--- src/hw/rtl/pfe_ram.sv ---
module pfe_ram #(
   parameter int WIDTH = 32,
   parameter int DEPTH = 64
) (
   input  logic                     clock,
   input  logic                     wr_en,
   input  logic [$clog2(DEPTH)-1:0] wr_addr,
   input  logic [WIDTH-1:0]         wr_data,
   input  logic [$clog2(DEPTH)-1:0] rd_addr,
   output logic [WIDTH-1:0]         rd_data
);

   logic [WIDTH-1:0] mem [DEPTH];

   always_ff @(posedge clock) begin
      if (wr_en) begin
         mem[wr_addr] <= wr_data;
      end
      rd_data <= mem[rd_addr];
   end

endmodule

--- config.mk ---
export PLATFORM = sky130hd
export DESIGN_NAME = pfe_ram
export DESIGN_NICKNAME = d
export VERILOG_FILES = /design/src/hw/rtl/pfe_ram.sv
export SDC_FILE = /design/constraint.sdc
export NUM_CORES = 2
export LEC_CHECK = 0
export BUFFER_PORTS_ARGS = -buffer_cell sky130_fd_sc_hd__buf_2
export CAP_MARGIN = 25
export CELL_PAD_IN_SITES_DETAIL_PLACEMENT = 1
export CELL_PAD_IN_SITES_GLOBAL_PLACEMENT = 2
export CORE_AREA = 2 2 431 433
export CTS_CLUSTER_SIZE = 24
export DETAILED_ROUTE_END_ITERATION = 7
export DIE_AREA = 0 0 433 435
export PLACE_DENSITY = 0.69
export SLEW_MARGIN = 10
export SYNTH_ARGS = -nofsm -noshare
export SYNTH_HDL_FRONTEND = slang
export SYNTH_SLANG_ARGS = --single-unit
--- constraint.sdc ---
create_clock -name clock -period 4.65 [get_ports clock]
set_clock_uncertainty 0.1 [all_clocks]
set_input_delay 0.465 -clock clock [delete_from_list [all_inputs] [get_ports clock]]
set_output_delay 0.465 -clock clock [all_outputs]
set_load 0.1 [all_outputs]
After elaboration in Yosys (flattened, before gate mapping)

Memories as Yosys holds them, arrays and structs flattened. A register that Yosys moved wholly into a read port is not among the register bits.
Index checks and enable logic that the tools add are counted.

Register bits after elaboration: 0
Memory bits (writable): 2,048
Output and inout port bits: 32
Memories: 1

Memory list:

| memory | depth | width | rd ports | clocked after memory_dff | write ports | line | source |
|---|---|---|---|---|---|---|---|
| mem    | 64    | 32    | 1        | 1                        | 1           | 13   | `logic [WIDTH-1:0] mem [DEPTH];` |

Mux-type cells: 2

Operators with widths:

| cell    | number |
|---|---|
| $mux W1 | 2 |

Longest topological paths before layout

Word-level depth: 2
Gate-level depth with buffers: 10
Depth with buffers taken out: 5

Least setup slack after synthesis

Ideal clock, no wire load.

Path kind: input-to-reg
From: input port wr_addr[3]
To: memory mem[48][0] (enable)
Setup time: 0.461 ns
Arrival time: 3.164 ns
Data required time: 4.089 ns
Slack: 0.925 ns
Cell stages on the path: 4
Path buffers: 1
Cell sequence: clkbuf_1 -> nor2b_1 -> nand4b_1 -> nor3_1

RTL lines:

| what            | line | source |
|---|---|---|
| start, declared | 7    | `input logic [$clog2(DEPTH)-1:0] wr_addr,` |
| end, declared   | 13   |  |

No word-level cell before the write port.

==> reports/qor.txt <==
Via Count - 36900
Power Total - 39380 uW
R2r worst-path depth - 4
Total Neg Setup Slack - 0 ps
Total leakage power - 0.02810 uW
Maximum number of pins on one net before global-route repair - 78
Number of hold-slack violations in the final timing report - 0
Cell Pwr Density - 435.7 nW/um^2
Final hold slack - 54.94 ps
Post-synthesis mux area share - 16.79%
Adder-cell share of the synthesized area - 0%
Number of warnings reported in the yosys synthesis log - 0
Kind of critical path - in2reg
Detail-routed net length per standard cell - 32.58 um
Synthesized Nets - 3370
Number of flip-flops and latches in the synthesized netlist - 2080
Combinational family with the most area after synthesis - multiplexers
# Post-CTS Setup Buffers - 0
DRC viols - 0
First-pass GRT wire length - 292200 um
H-tree Lvls - 4
Num CTS Buffers - 205
Cell variety after synth - 34
Endpoint type of the worst setup path - flop
Endpoint of the worst hold-timing path - mem[8][16]
Most frequent standard cell in the layout excluding fill and tap cells - edfxtp_1
Simple-gate share of the synthesized area - 1.265%
IR drop worst, VDD - 358.6 uV
Number of vias per cell - 5.871
Pre-CTS setup slack - 757.0 ps
Number of search-and-repair iterations in the first detailed-routing pass - 5
I/O Pins - 78
Count of buffers from port buffering - 77
Shortest period the worst path allows - 3005 ps
Post-synthesis compound-gate area fraction - 1.673%
Final period util - 64.63%
Sequential fraction of the synthesis area - 79.14%
Gpl congestion - 0.7608
Effective utilization at floorplan - 42.66%
Xor-xnor portion of the synthesized cell area - 0%
Launching element type of the critical path - input pin
Area share of the largest cell type after synthesis - 78.33%
GRT Residual Overflow - 0
Worst slew slack as a fraction of its limit - 30.17%
Post-synthesis area per instance - 23.62 um^2
Vertical extent of the die - 435 um
Worst reg2reg setup slack - 2230 ps
Unrepaired setup endpoints after global routing - no
Fraction of final layout cells sized beyond drive strength 1 - 30.43%
Synthesized netlist cell count - 3324
CTS max path bufs - 3
Net count reported at finish - 3675
Worst Slack Setup Final - 1645 ps
GRT Resource Usage Total - 21.93%
Number of global-route vias before repair - 38750
Worst Path Arrival - 3570 ps
Worst hold path stage count - 1
Maximum clock frequency - 332.8 MHz
Core area - 184000 um^2
Clock transition at the registers of the reported paths - 60 ps
DP Wirelength - 117200 um
Area delta synth->final - 15.10%
Run status - complete, no violations
Number of failing setup endpoints in the final timing report - 0
Worst skew pair latency - 820 ps
Actual slew at the worst max-slew pin - 1045 ps
Netlist Area Pre-Place - 78520 um^2
ANT nets after route - 0
Max-slew violations - 0
Most area-hungry cell type in the Yosys netlist - edfxtp_1
Reg2Reg Launch Point - mem[14][21]
Max-cap check violation count - 0
Commonest cells after routing, fill and taps aside - 2048 x edfxtp_1, 544 x mux4_2, 210 x clkbuf_16, 137 x buf_4, 93 x mux2i_1
Buffer cell driving the clock tree root - clkbuf_16
Placement Rows - 158
Die area - 188400 um^2
Post-Route Utilization - 49.10%
CTS tree - built
Capturing point of the worst reg2reg path - rd_data[21]
Overall die width - 433 um
Cells taking the most area after synthesis - edfxtp_1 78%, mux4_2 16%, mux2i_1 1.2%, dfxtp_1 0.82%, o22ai_1 0.67%
Total length of routed wires - 204800 um
Worst endpoint required time - 5210 ps
Number of design-rule violations left by the first detailed-router iteration - 4003
Highest net fanout along the worst path - 59
Startpoint of the worst hold path - wr_data[16]
Initial antenna violation count - 8
Num Clock Sinks - 2080
Type of the most critical hold path - in2reg
## cell type report
cell class,count,area [um^2]
Multi-Input combinational cell,1062,15970
Tap cell,2480,3103
Fill cell,16070,93670
Clock inverter,89,874.6
Sequential cell,2080,62140
Antenna cell,6,15.01
Timing Repair Buffer,280,2586
Clock buffer,288,5688
## how the worst max path moves through the flow
stage,slack (ps),end,start
after global routing,1560,rd_data[30],rd_addr[0]
after CTS,1640,rd_data[30],rd_addr[0]
after detailed placement,760,rd_data[30],rd_addr[0]
after floorplan,930,mem[48][0],wr_addr[3]
after global placement,780,rd_data[30],rd_addr[0]
final,1640,rd_data[30],rd_addr[0]
## cell families after synthesis
family / count (synthesis)
AOI/OAI and AO/OA: 202
and+or+nand+nor: 223
DFF: 2080
buffers and inverters: 182
muxes: 637
## Yosys cell counts (all sizes together)
master / n
and3: 4
mux2i: 93
dfxtp: 32
a21oi: 62
nor3: 7
a22oi: 12
o221ai: 27
mux4: 544
nand2: 26
or2: 3
or3: 3
o22ai: 84
nand4: 2
nor2: 137
nand3: 5
edfxtp: 2048
or3b: 5
nand4b: 1
a311oi: 8
and2: 2
nand2b: 8
buf: 108
a41o: 4
o32ai: 4
a31oi: 1
nor2b: 15
clkbuf: 74
nand3b: 5
## metal layers
| layer | part of all wire, % | global-route usage [%] | up-vias |
|---|---|---|---|
| met5 | 0.0068 | 0 | - |
| li1 | - | - | 14910 |
| met1 | 43 | 32.25 | 20340 |
| met3 | 6.6 | 3.526 | 274 |
| met4 | 2.0 | 4.946 | 2 |
| met2 | 49 | 34.68 | 1379 |
## metrics by stage
| stage | std cells | cell area (um^2) |
|---|---|---|
| global route | 6279 | 90360 |
| floorplan | 3324 | 78520 |
| detailed placement | 5862 | 83190 |
| CTS | 6242 | 89790 |
| finish | 6285 | 90370 |
| global placement | 5858 | 83110 |
## timing repair
action	in CTS	in global routing
resized for setup	0	0
hold buffers	3	17
hold endpoints to repair	49	232
## power breakdown
| group | switching, uW | internal, uW | leakage, uW |
|---|---|---|---|
| registers | 93.4 | 20800 | 0.0187 |
| clock network | 6930 | 9380 | 0.00321 |
| logic | 1470 | 756 | 0.00620 |
| total | 8490 | 30900 | 0.0281 |
## critical path, stage by stage
cell and delay [ps]:
buf_8 580, buf_12 330, buf_4 270, mux4_2 520, mux4_2 490, o22ai_1 570
nor2_1 120
## flip-flops by register name, indices dropped and copies added (netlist names)
register and flops:
rd_data 32, mem 2048
Note: power is estimated with default switching activity, not from simulation.
