===== config.mk =====
export PLATFORM = sky130hd
export DESIGN_NAME = pfe_alu
export DESIGN_NICKNAME = d
export VERILOG_FILES = /design/src/hw/rtl/pfe_pkg.sv /design/src/hw/rtl/pfe_alu.sv
export SDC_FILE = /design/constraint.sdc
export NUM_CORES = 2
export LEC_CHECK = 0
export BUFFER_PORTS_ARGS = -buffer_cell sky130_fd_sc_hd__buf_2
export CAP_MARGIN = 20
export CORE_MARGIN = 2
export CORE_UTILIZATION = 25
export CTS_BUF_LIST = sky130_fd_sc_hd__clkbuf_16
export CTS_CLUSTER_SIZE = 30
export DETAILED_ROUTE_END_ITERATION = 12
export PLACE_DENSITY_LB_ADDON = 0.3
export SETUP_SLACK_MARGIN = 0.3
export SYNTH_ARGS = -nofsm -noshare
export SYNTH_HDL_FRONTEND = slang
export SYNTH_SLANG_ARGS = --single-unit
export TNS_END_PERCENT = 10

===== constraint.sdc =====
create_clock -name clock -period 22.5 [get_ports clock]
set_input_delay 0 -clock clock [delete_from_list [all_inputs] [get_ports clock]]
set_output_delay 0 -clock clock [all_outputs]
set_load 0.005 [all_outputs]

===== src/hw/rtl/pfe_pkg.sv =====
package pfe_pkg;

   localparam logic [7:0] CHAR_NUL   = 8'h00;
   localparam logic [7:0] CHAR_SPACE = 8'h20;
   localparam logic [7:0] CHAR_TAB   = 8'h09;
   localparam logic [7:0] CHAR_ZERO  = 8'h30;
   localparam logic [7:0] CHAR_NINE  = 8'h39;
   localparam logic [7:0] CHAR_PLUS  = 8'h2B;
   localparam logic [7:0] CHAR_MINUS = 8'h2D;
   localparam logic [7:0] CHAR_STAR  = 8'h2A;
   localparam logic [7:0] CHAR_SLASH = 8'h2F;
   localparam logic [7:0] CHAR_PCT   = 8'h25;
   localparam logic [7:0] CHAR_POW   = 8'h24;

   typedef enum logic [2:0] {
      OP_ADD,
      OP_SUB,
      OP_MUL,
      OP_DIV,
      OP_MOD,
      OP_POW
   } op_type;

   // request and reply between the top level and the arithmetic unit
   typedef struct packed {
      logic   start;
      op_type op;
   } alu_req_type;

   typedef struct packed {
      logic done;
      logic div_zero;
   } alu_rsp_type;

endpackage


===== src/hw/rtl/pfe_alu.sv =====
module pfe_alu (
   input  logic                 clock,
   input  logic                 reset,
   input  pfe_pkg::alu_req_type ctl,
   input  logic [31:0]          left,
   input  logic [31:0]          right,
   output pfe_pkg::alu_rsp_type sts,
   output logic [31:0]          result
);

   typedef enum logic [2:0] {
      S_IDLE,
      S_DIV,
      S_POW_MUL,
      S_POW_SQR,
      S_DONE
   } state_type;

   state_type        state_ff;
   pfe_pkg::op_type  op_ff;
   logic [31:0]      a_ff;      // dividend shift / power base
   logic [31:0]      b_ff;      // divisor magnitude / exponent
   logic [31:0]      q_ff;      // quotient / power accumulator
   logic [32:0]      r_ff;      // partial remainder
   logic [5:0]       cnt_ff;
   logic             neg_a_ff;
   logic             neg_b_ff;
   logic [31:0]      result_ff;
   logic             done_ff;
   logic             dz_ff;

   logic [31:0] mag_l;
   logic [31:0] mag_r;
   logic [32:0] trial;
   logic [32:0] r_shift;

   assign mag_l   = left[31]  ? 32'(-left)  : left;
   assign mag_r   = right[31] ? 32'(-right) : right;
   assign r_shift = {r_ff[31:0], a_ff[31]};
   assign trial   = r_shift - {1'b0, b_ff};

   assign sts.done     = done_ff;
   assign sts.div_zero = dz_ff;
   assign result       = result_ff;

   always_ff @(posedge clock) begin
      if (reset) begin
         state_ff <= S_IDLE;
         done_ff  <= 1'b0;
         dz_ff    <= 1'b0;
      end else begin
         done_ff <= 1'b0;
         dz_ff   <= 1'b0;
         case (state_ff)
            S_IDLE: begin
               if (ctl.start) begin
                  op_ff <= ctl.op;
                  case (ctl.op)
                     pfe_pkg::OP_ADD: begin
                        result_ff <= left + right;
                        done_ff   <= 1'b1;
                     end
                     pfe_pkg::OP_SUB: begin
                        result_ff <= left - right;
                        done_ff   <= 1'b1;
                     end
                     pfe_pkg::OP_MUL: begin
                        result_ff <= 32'(left * right);
                        done_ff   <= 1'b1;
                     end
                     pfe_pkg::OP_DIV, pfe_pkg::OP_MOD: begin
                        if (right == 32'd0) begin
                           result_ff <= 32'd0;
                           done_ff   <= 1'b1;
                           dz_ff     <= 1'b1;
                        end else begin
                           a_ff     <= mag_l;
                           b_ff     <= mag_r;
                           q_ff     <= 32'd0;
                           r_ff     <= 33'd0;
                           cnt_ff   <= 6'd32;
                           neg_a_ff <= left[31];
                           neg_b_ff <= right[31];
                           state_ff <= S_DIV;
                        end
                     end
                     default: begin
                        if (right[31]) begin
                           if (left == 32'd1) begin
                              result_ff <= 32'd1;
                           end else if (left == 32'hFFFF_FFFF) begin
                              result_ff <= right[0] ? 32'hFFFF_FFFF : 32'd1;
                           end else begin
                              result_ff <= 32'd0;
                           end
                           done_ff <= 1'b1;
                        end else begin
                           a_ff     <= left;
                           b_ff     <= right;
                           q_ff     <= 32'd1;
                           state_ff <= S_POW_MUL;
                        end
                     end
                  endcase
               end
            end
            S_DIV: begin
               a_ff <= {a_ff[30:0], 1'b0};
               if (!trial[32]) begin
                  r_ff <= trial;
                  q_ff <= {q_ff[30:0], 1'b1};
               end else begin
                  r_ff <= r_shift;
                  q_ff <= {q_ff[30:0], 1'b0};
               end
               cnt_ff <= cnt_ff - 6'd1;
               if (cnt_ff == 6'd1) begin
                  state_ff <= S_DONE;
               end
            end
            S_POW_MUL: begin
               if (b_ff == 32'd0) begin
                  result_ff <= q_ff;
                  done_ff   <= 1'b1;
                  state_ff  <= S_IDLE;
               end else begin
                  if (b_ff[0]) begin
                     q_ff <= 32'(q_ff * a_ff);
                  end
                  state_ff <= S_POW_SQR;
               end
            end
            S_POW_SQR: begin
               a_ff     <= 32'(a_ff * a_ff);
               b_ff     <= {1'b0, b_ff[31:1]};
               state_ff <= S_POW_MUL;
            end
            S_DONE: begin
               // apply signs to the magnitudes
               if (op_ff == pfe_pkg::OP_MOD) begin
                  result_ff <= neg_a_ff ? 32'(-r_ff[31:0]) : r_ff[31:0];
               end else begin
                  result_ff <= (neg_a_ff != neg_b_ff) ? 32'(-q_ff) : q_ff;
               end
               done_ff  <= 1'b1;
               state_ff <= S_IDLE;
            end
            default: state_ff <= S_IDLE;
         endcase
      end
   end

endmodule


== Yosys cells after proc, flatten, opt, wreduce, memory -nomap -nowiden ==
Cells that the tools add are included.

* Bits in registers: 176
* Output and inout port bits: 34
* Word-level logic and storage cells: 127

* Add/subtract/negate cells: 8
* $mul: 3
* Equal/unequal tests: 25
* Mux-type cells: 54
* Bitwise gates (word level): 5
* Reduce and logical (&&, ||, !) cells: 20

{| class="wikitable"
|+ Operator list
! cell !! number
|-
| $mux W32 || 27
|-
| $pmux W32 S2 || 5
|-
| $pmux W32 S3 || 3
|-
| $neg A32 Y32 || 4
|-
| $pmux W32 S4 || 1
|-
| $mul A32 B32 Y32 || 3
|-
| $logic_not A32 Y1 || 2
|-
| $sub A33 B32 Y33 || 1
|-
| $add A32 B32 Y32 || 1
|-
| $eq A32 B1 Y1 const B || 1
|-
| $eq A32 B32 Y1 const B || 1
|-
| $sub A32 B32 Y32 || 1
|-
| $mux W6 || 3
|-
| $reduce_and A6 Y1 || 3
|-
| $reduce_and A5 Y1 || 3
|-
| $ne A2 B2 Y1 const B || 7
|-
| $eq A3 B2 Y1 const B || 4
|-
| $mux W3 || 4
|-
| $pmux W3 S4 || 1
|-
| $pmux W6 S2 || 1
|-
| $eq A3 B3 Y1 const B || 3
|-
| $reduce_bool A3 Y1 || 3
|-
| $reduce_and A8 Y1 || 1
|-
| $eq A3 B1 Y1 const B || 2
|-
| other kinds (19) || 30
|}

== Longest topological paths before layout ==
* Word-level depth: 7
* Mapped depth: 29
* Depth with buffers taken out: 27

== Worst setup path after synthesis ==
OpenSTA, ideal clock, no wires.

* Path type: register to register
* From: reg a_ff[5]
* To: reg a_ff[31] (data pin)
* Setup time: 271 ps
* Data arrival time: 7,376 ps
* Data required time: 22,229 ps
* Setup slack: 14,853 ps
* Stages on the path, launching flop included: 29
* Period minus slack after synthesis: 7,647 ps
* Cell sequence: edfxtp_1 clkbuf_1 clkbuf_1 clkbuf_1 nand2_1 fa_1 inv_1 fa_1 fa_1 inv_1 fa_1 inv_1 fa_1 inv_1 fa_1 inv_1 fa_1 fa_1 ha_1 a21o_1 a21o_1 a21o_1 a211oi_1 o21bai_1 a221oi_1 o211ai_1 nor2_1 mux2i_1 o211ai_1

* Cells in the longest elaborated chain, start to end: 2

{| class="wikitable"
|+ RTL lines
! element !! RTL line !! text
|-
| from (decl) || pfe_alu.sv:21 || <nowiki>logic [31:0] a_ff;</nowiki>
|-
| from (signal assigned) || pfe_alu.sv:77 || <nowiki>a_ff <= mag_l;</nowiki>
|-
| from (signal assigned) || pfe_alu.sv:98 || <nowiki>a_ff <= left;</nowiki>
|-
| from (signal assigned) || pfe_alu.sv:108 || <nowiki>a_ff <= {a_ff[30:0], 1'b0};</nowiki>
|-
| $mul A32 B32 Y32 || pfe_alu.sv:134 || <nowiki>a_ff <= 32'(a_ff * a_ff);</nowiki>
|-
| $pmux W32 S3 || pfe_alu.sv:54 || <nowiki>case (state_ff)</nowiki>
|}

No other way between the ends.
A chain may end at the register's enable or synchronous reset.

== Worst setup path after layout ==
* From: reg a_ff[4]
* To: reg a_ff[30] (data pin)

The elaborated chain is that of the path after synthesis.

==> metrics.md <==
| Metric | Value |
|---|---|
| HP Start | `right[30]` |
| Syn_nets | `8,365` |
| Synth-to-Final Area Change | `7.39%` |
| Vias | `45,200` |
| Routed WL per cell | `20.7 um` |
| Crit-path max FO | `46` |
| Startpoint Class | `register` |
| WP data required | `22,740 ps` |
| Post-synth EDFFs | `171` |
| Hold-fix buffers, CTS | `7` |
| CORE AREA | `0.236 mm^2` |
| Total negative slack | `0 ps` |
| Ys async rst share | `0%` |
| Total congestion overflow | `0` |
| Initial Utilization | `25.2%` |
| Max incr delay on CP | `720 ps` |
| Final Cycle Share | `37.6%` |
| Max-slew headroom | `30.1%` |
| Unrepaired setup endpoints after global routing | `no` |
| Clock skew | `21.6 ps` |
| Final slew viol count | `0` |
| Post-DRT Antenna Nets | `0` |
| Max-cap viol count | `0` |
| First-pass GRT wire length | `307,000 um` |
| DIE AREA | `0.242 mm^2` |
| Final setup fails | `0` |
| WHS Path Cells | `3` |
| # resized after CTS | `0` |
| Fin util | `27.1%` |
| DRC viols | `0` |
| Arr. time, crit path | `8690 ps` |
| Row cnt | `178` |
| Minimum clock period | `8450 ps` |
| Antenna violations before repair | `26` |
| Clk root buf | `clkbuf_16` |
| R2R Path End | `a_ff[30]$_DFFE_PP_` |
| Final Hold Viols | `0` |
| Drt first pass iters | `8` |
| Status | `completed` |
| Register bit total from synthesis | `176` |
| Pin count of the biggest net entering global routing | `67` |
| Post-synth top flop | `edfxtp_1` |
| Crit path max-delay cell type | `edfxtp_1` |
| FF-to-FF Start | `a_ff[4]$_DFFE_PP_` |
| CTS tree | `yes` |
| Synth Warn # | `0` |
| Routability congestion estimate | `0.863` |
| Gate Count Post-Synth | `6,664` |
| IO buf count | `103` |
| Post-CTS Setup Bufs | `0` |
| Final nets | `8,197` |
| Critical path type | `register to register` |
| Post-Syn Area | `0.0594 mm^2` |
| CTS clock-pin slew for the worst setup and hold paths | `80 ps` |
| Hold Worst Slack | `202 ps` |
| Worst-Margin Slew | `1050 ps` |
| Layout cells sized above 1 | `4.12%` |
| Worst Hold Endpoint | `b_ff[30]$_DFFE_PP_` |
| Chip Height | `491 um` |
| Hold WC Path Type | `primary input to register` |
| Reg-to-reg setup timing slack | `14,050 ps` |
| Top cell by count, worst path | `fa_1` |
| Number of global-route vias before repair | `48,800` |
| Cell variety after synth | `77` |
| Commonest non-fill, non-tap cell in the layout | `inv_1` |
| Bufs on Longest Clock Path | `2` |
| Die Wd | `491 um` |
| Worst Reg2Reg Path Length in Cells | `26` |
| Crit. End Element | `register` |
| Clock latency on the worst-skew pair | `510 ps` |
| Commonest non-fill, non-tap cells in the layout | `1,270 x inv_1, 1,185 x fa_1, 766 x nand2_1` |
| Seq/Total Area, Yosys | `8.81%` |
| Number of I/O pins | `104` |
| Clock tree sinks | `176` |
| Mean Syn Cell Area | `8.91 um^2` |
| Iteration-0 DRC Markers | `2,771` |
| TritonCTS Buffers | `17` |
| HPWL Detailed | `151,000 um` |
| Post-Route WL | `199,000 um` |
| Max frequency | `118 MHz` |
| Tot GR Track Use | `16.6%` |
| Number of H-tree levels | `4` |
| Vias/cell | `4.68` |
## metal layers
metal,up-vias,GRT usage (%),wire length (um)
met4,0,5.02,6590
met5,-,0,0
met1,23500,22.3,87400
li1,20100,-,-
met3,256,1.60,9580
met2,1337,28.2,95900
## area by class of cell
type | instances | area, um^2
clock inverters | 14 | 121
multi-input cells | 4829 | 48000
fillers | 25400 | 172000
diodes | 2 | 5.00
flip-flops and latches | 176 | 5240
inverters | 1269 | 4760
repair buffers | 203 | 1280
clock buffers | 17 | 425
well taps | 3150 | 3940
## logic make-up after synthesis
kind of cell | count (synthesis) | share of synthesized area (%)
multiplexers | 44 | 0.746
AND/OR/NAND/NOR | 2038 | 17.1
XOR/XNOR | 385 | 5.69
buffers and inverters | 1659 | 10.5
flip-flops | 176 | 8.81
adder cells (fa/ha/maj) | 1631 | 49.3
AO/OA/AOI/OAI | 731 | 7.87
## worst max path at each step
stage	depth (start not counted)	end	from
2_1_floorplan	28	a_ff[31]$_DFFE_PP_	a_ff[5]$_DFFE_PP_
3_3_place_gp	26	result[30]$_DFFE_PP_	left[12]
3_5_place_dp	26	result[30]$_DFFE_PP_	left[12]
4_1_cts	26	a_ff[30]$_DFFE_PP_	a_ff[4]$_DFFE_PP_
5_1_grt	26	a_ff[30]$_DFFE_PP_	a_ff[4]$_DFFE_PP_
6_report	26	a_ff[30]$_DFFE_PP_	a_ff[4]$_DFFE_PP_
## sequential cells by signal, indices dropped and copies added (netlist names), 3 cells and up
| name | count |
|---|---|
| a_ff | 32 |
| b_ff | 32 |
| q_ff | 32 |
| r_ff | 32 |
| result | 32 |
| cnt_ff | 6 |
| op_ff | 3 |
| state_ff | 3 |
## worst max-delay path, delay by kind of cell (launching register included)
family	cells	cell delay (ps)
buf+inv	6	950
simple gates	3	590
compound gates	8	1980
flops	1	720
fa+ha+maj	9	3910
## cell usage after synthesis, types with 29 or more instances
master	number	area share, %
a21o_1	63	0.80
a21oi_1	215	1.8
and2_1	693	7.3
clkbuf_1	376	2.4
edfxtp_1	171	8.6
fa_1	1185	40
ha_1	446	9.4
inv_1	1269	8.0
mux2i_1	42	0.71
nand2_1	767	4.8
nand2b_1	34	0.36
nand3_1	36	0.30
nor2_1	270	1.7
nor2b_1	30	0.32
nor3_1	62	0.52
nor4_1	30	0.32
o21a_1	37	0.47
o21ai_0	166	1.4
o31ai_1	33	0.42
or3_1	29	0.31
xnor2_1	250	3.7
xor2_1	134	2.0
## stage by stage
step / cell area, um^2 / setup slack, ps / cells
2_1_floorplan: 59400 / 14850 / 6664
3_3_place_gp: 63200 / 13990 / 9620
3_5_place_dp: 63200 / 13980 / 9620
4_1_cts: 63800 / 14060 / 9658
5_1_grt: 63800 / 13550 / 9659
6_report: 63800 / 14050 / 9660
Power is left out: the tool's default activity adds up to more than one toggle a clock period on the data nets, which glitch-free logic cannot reach.
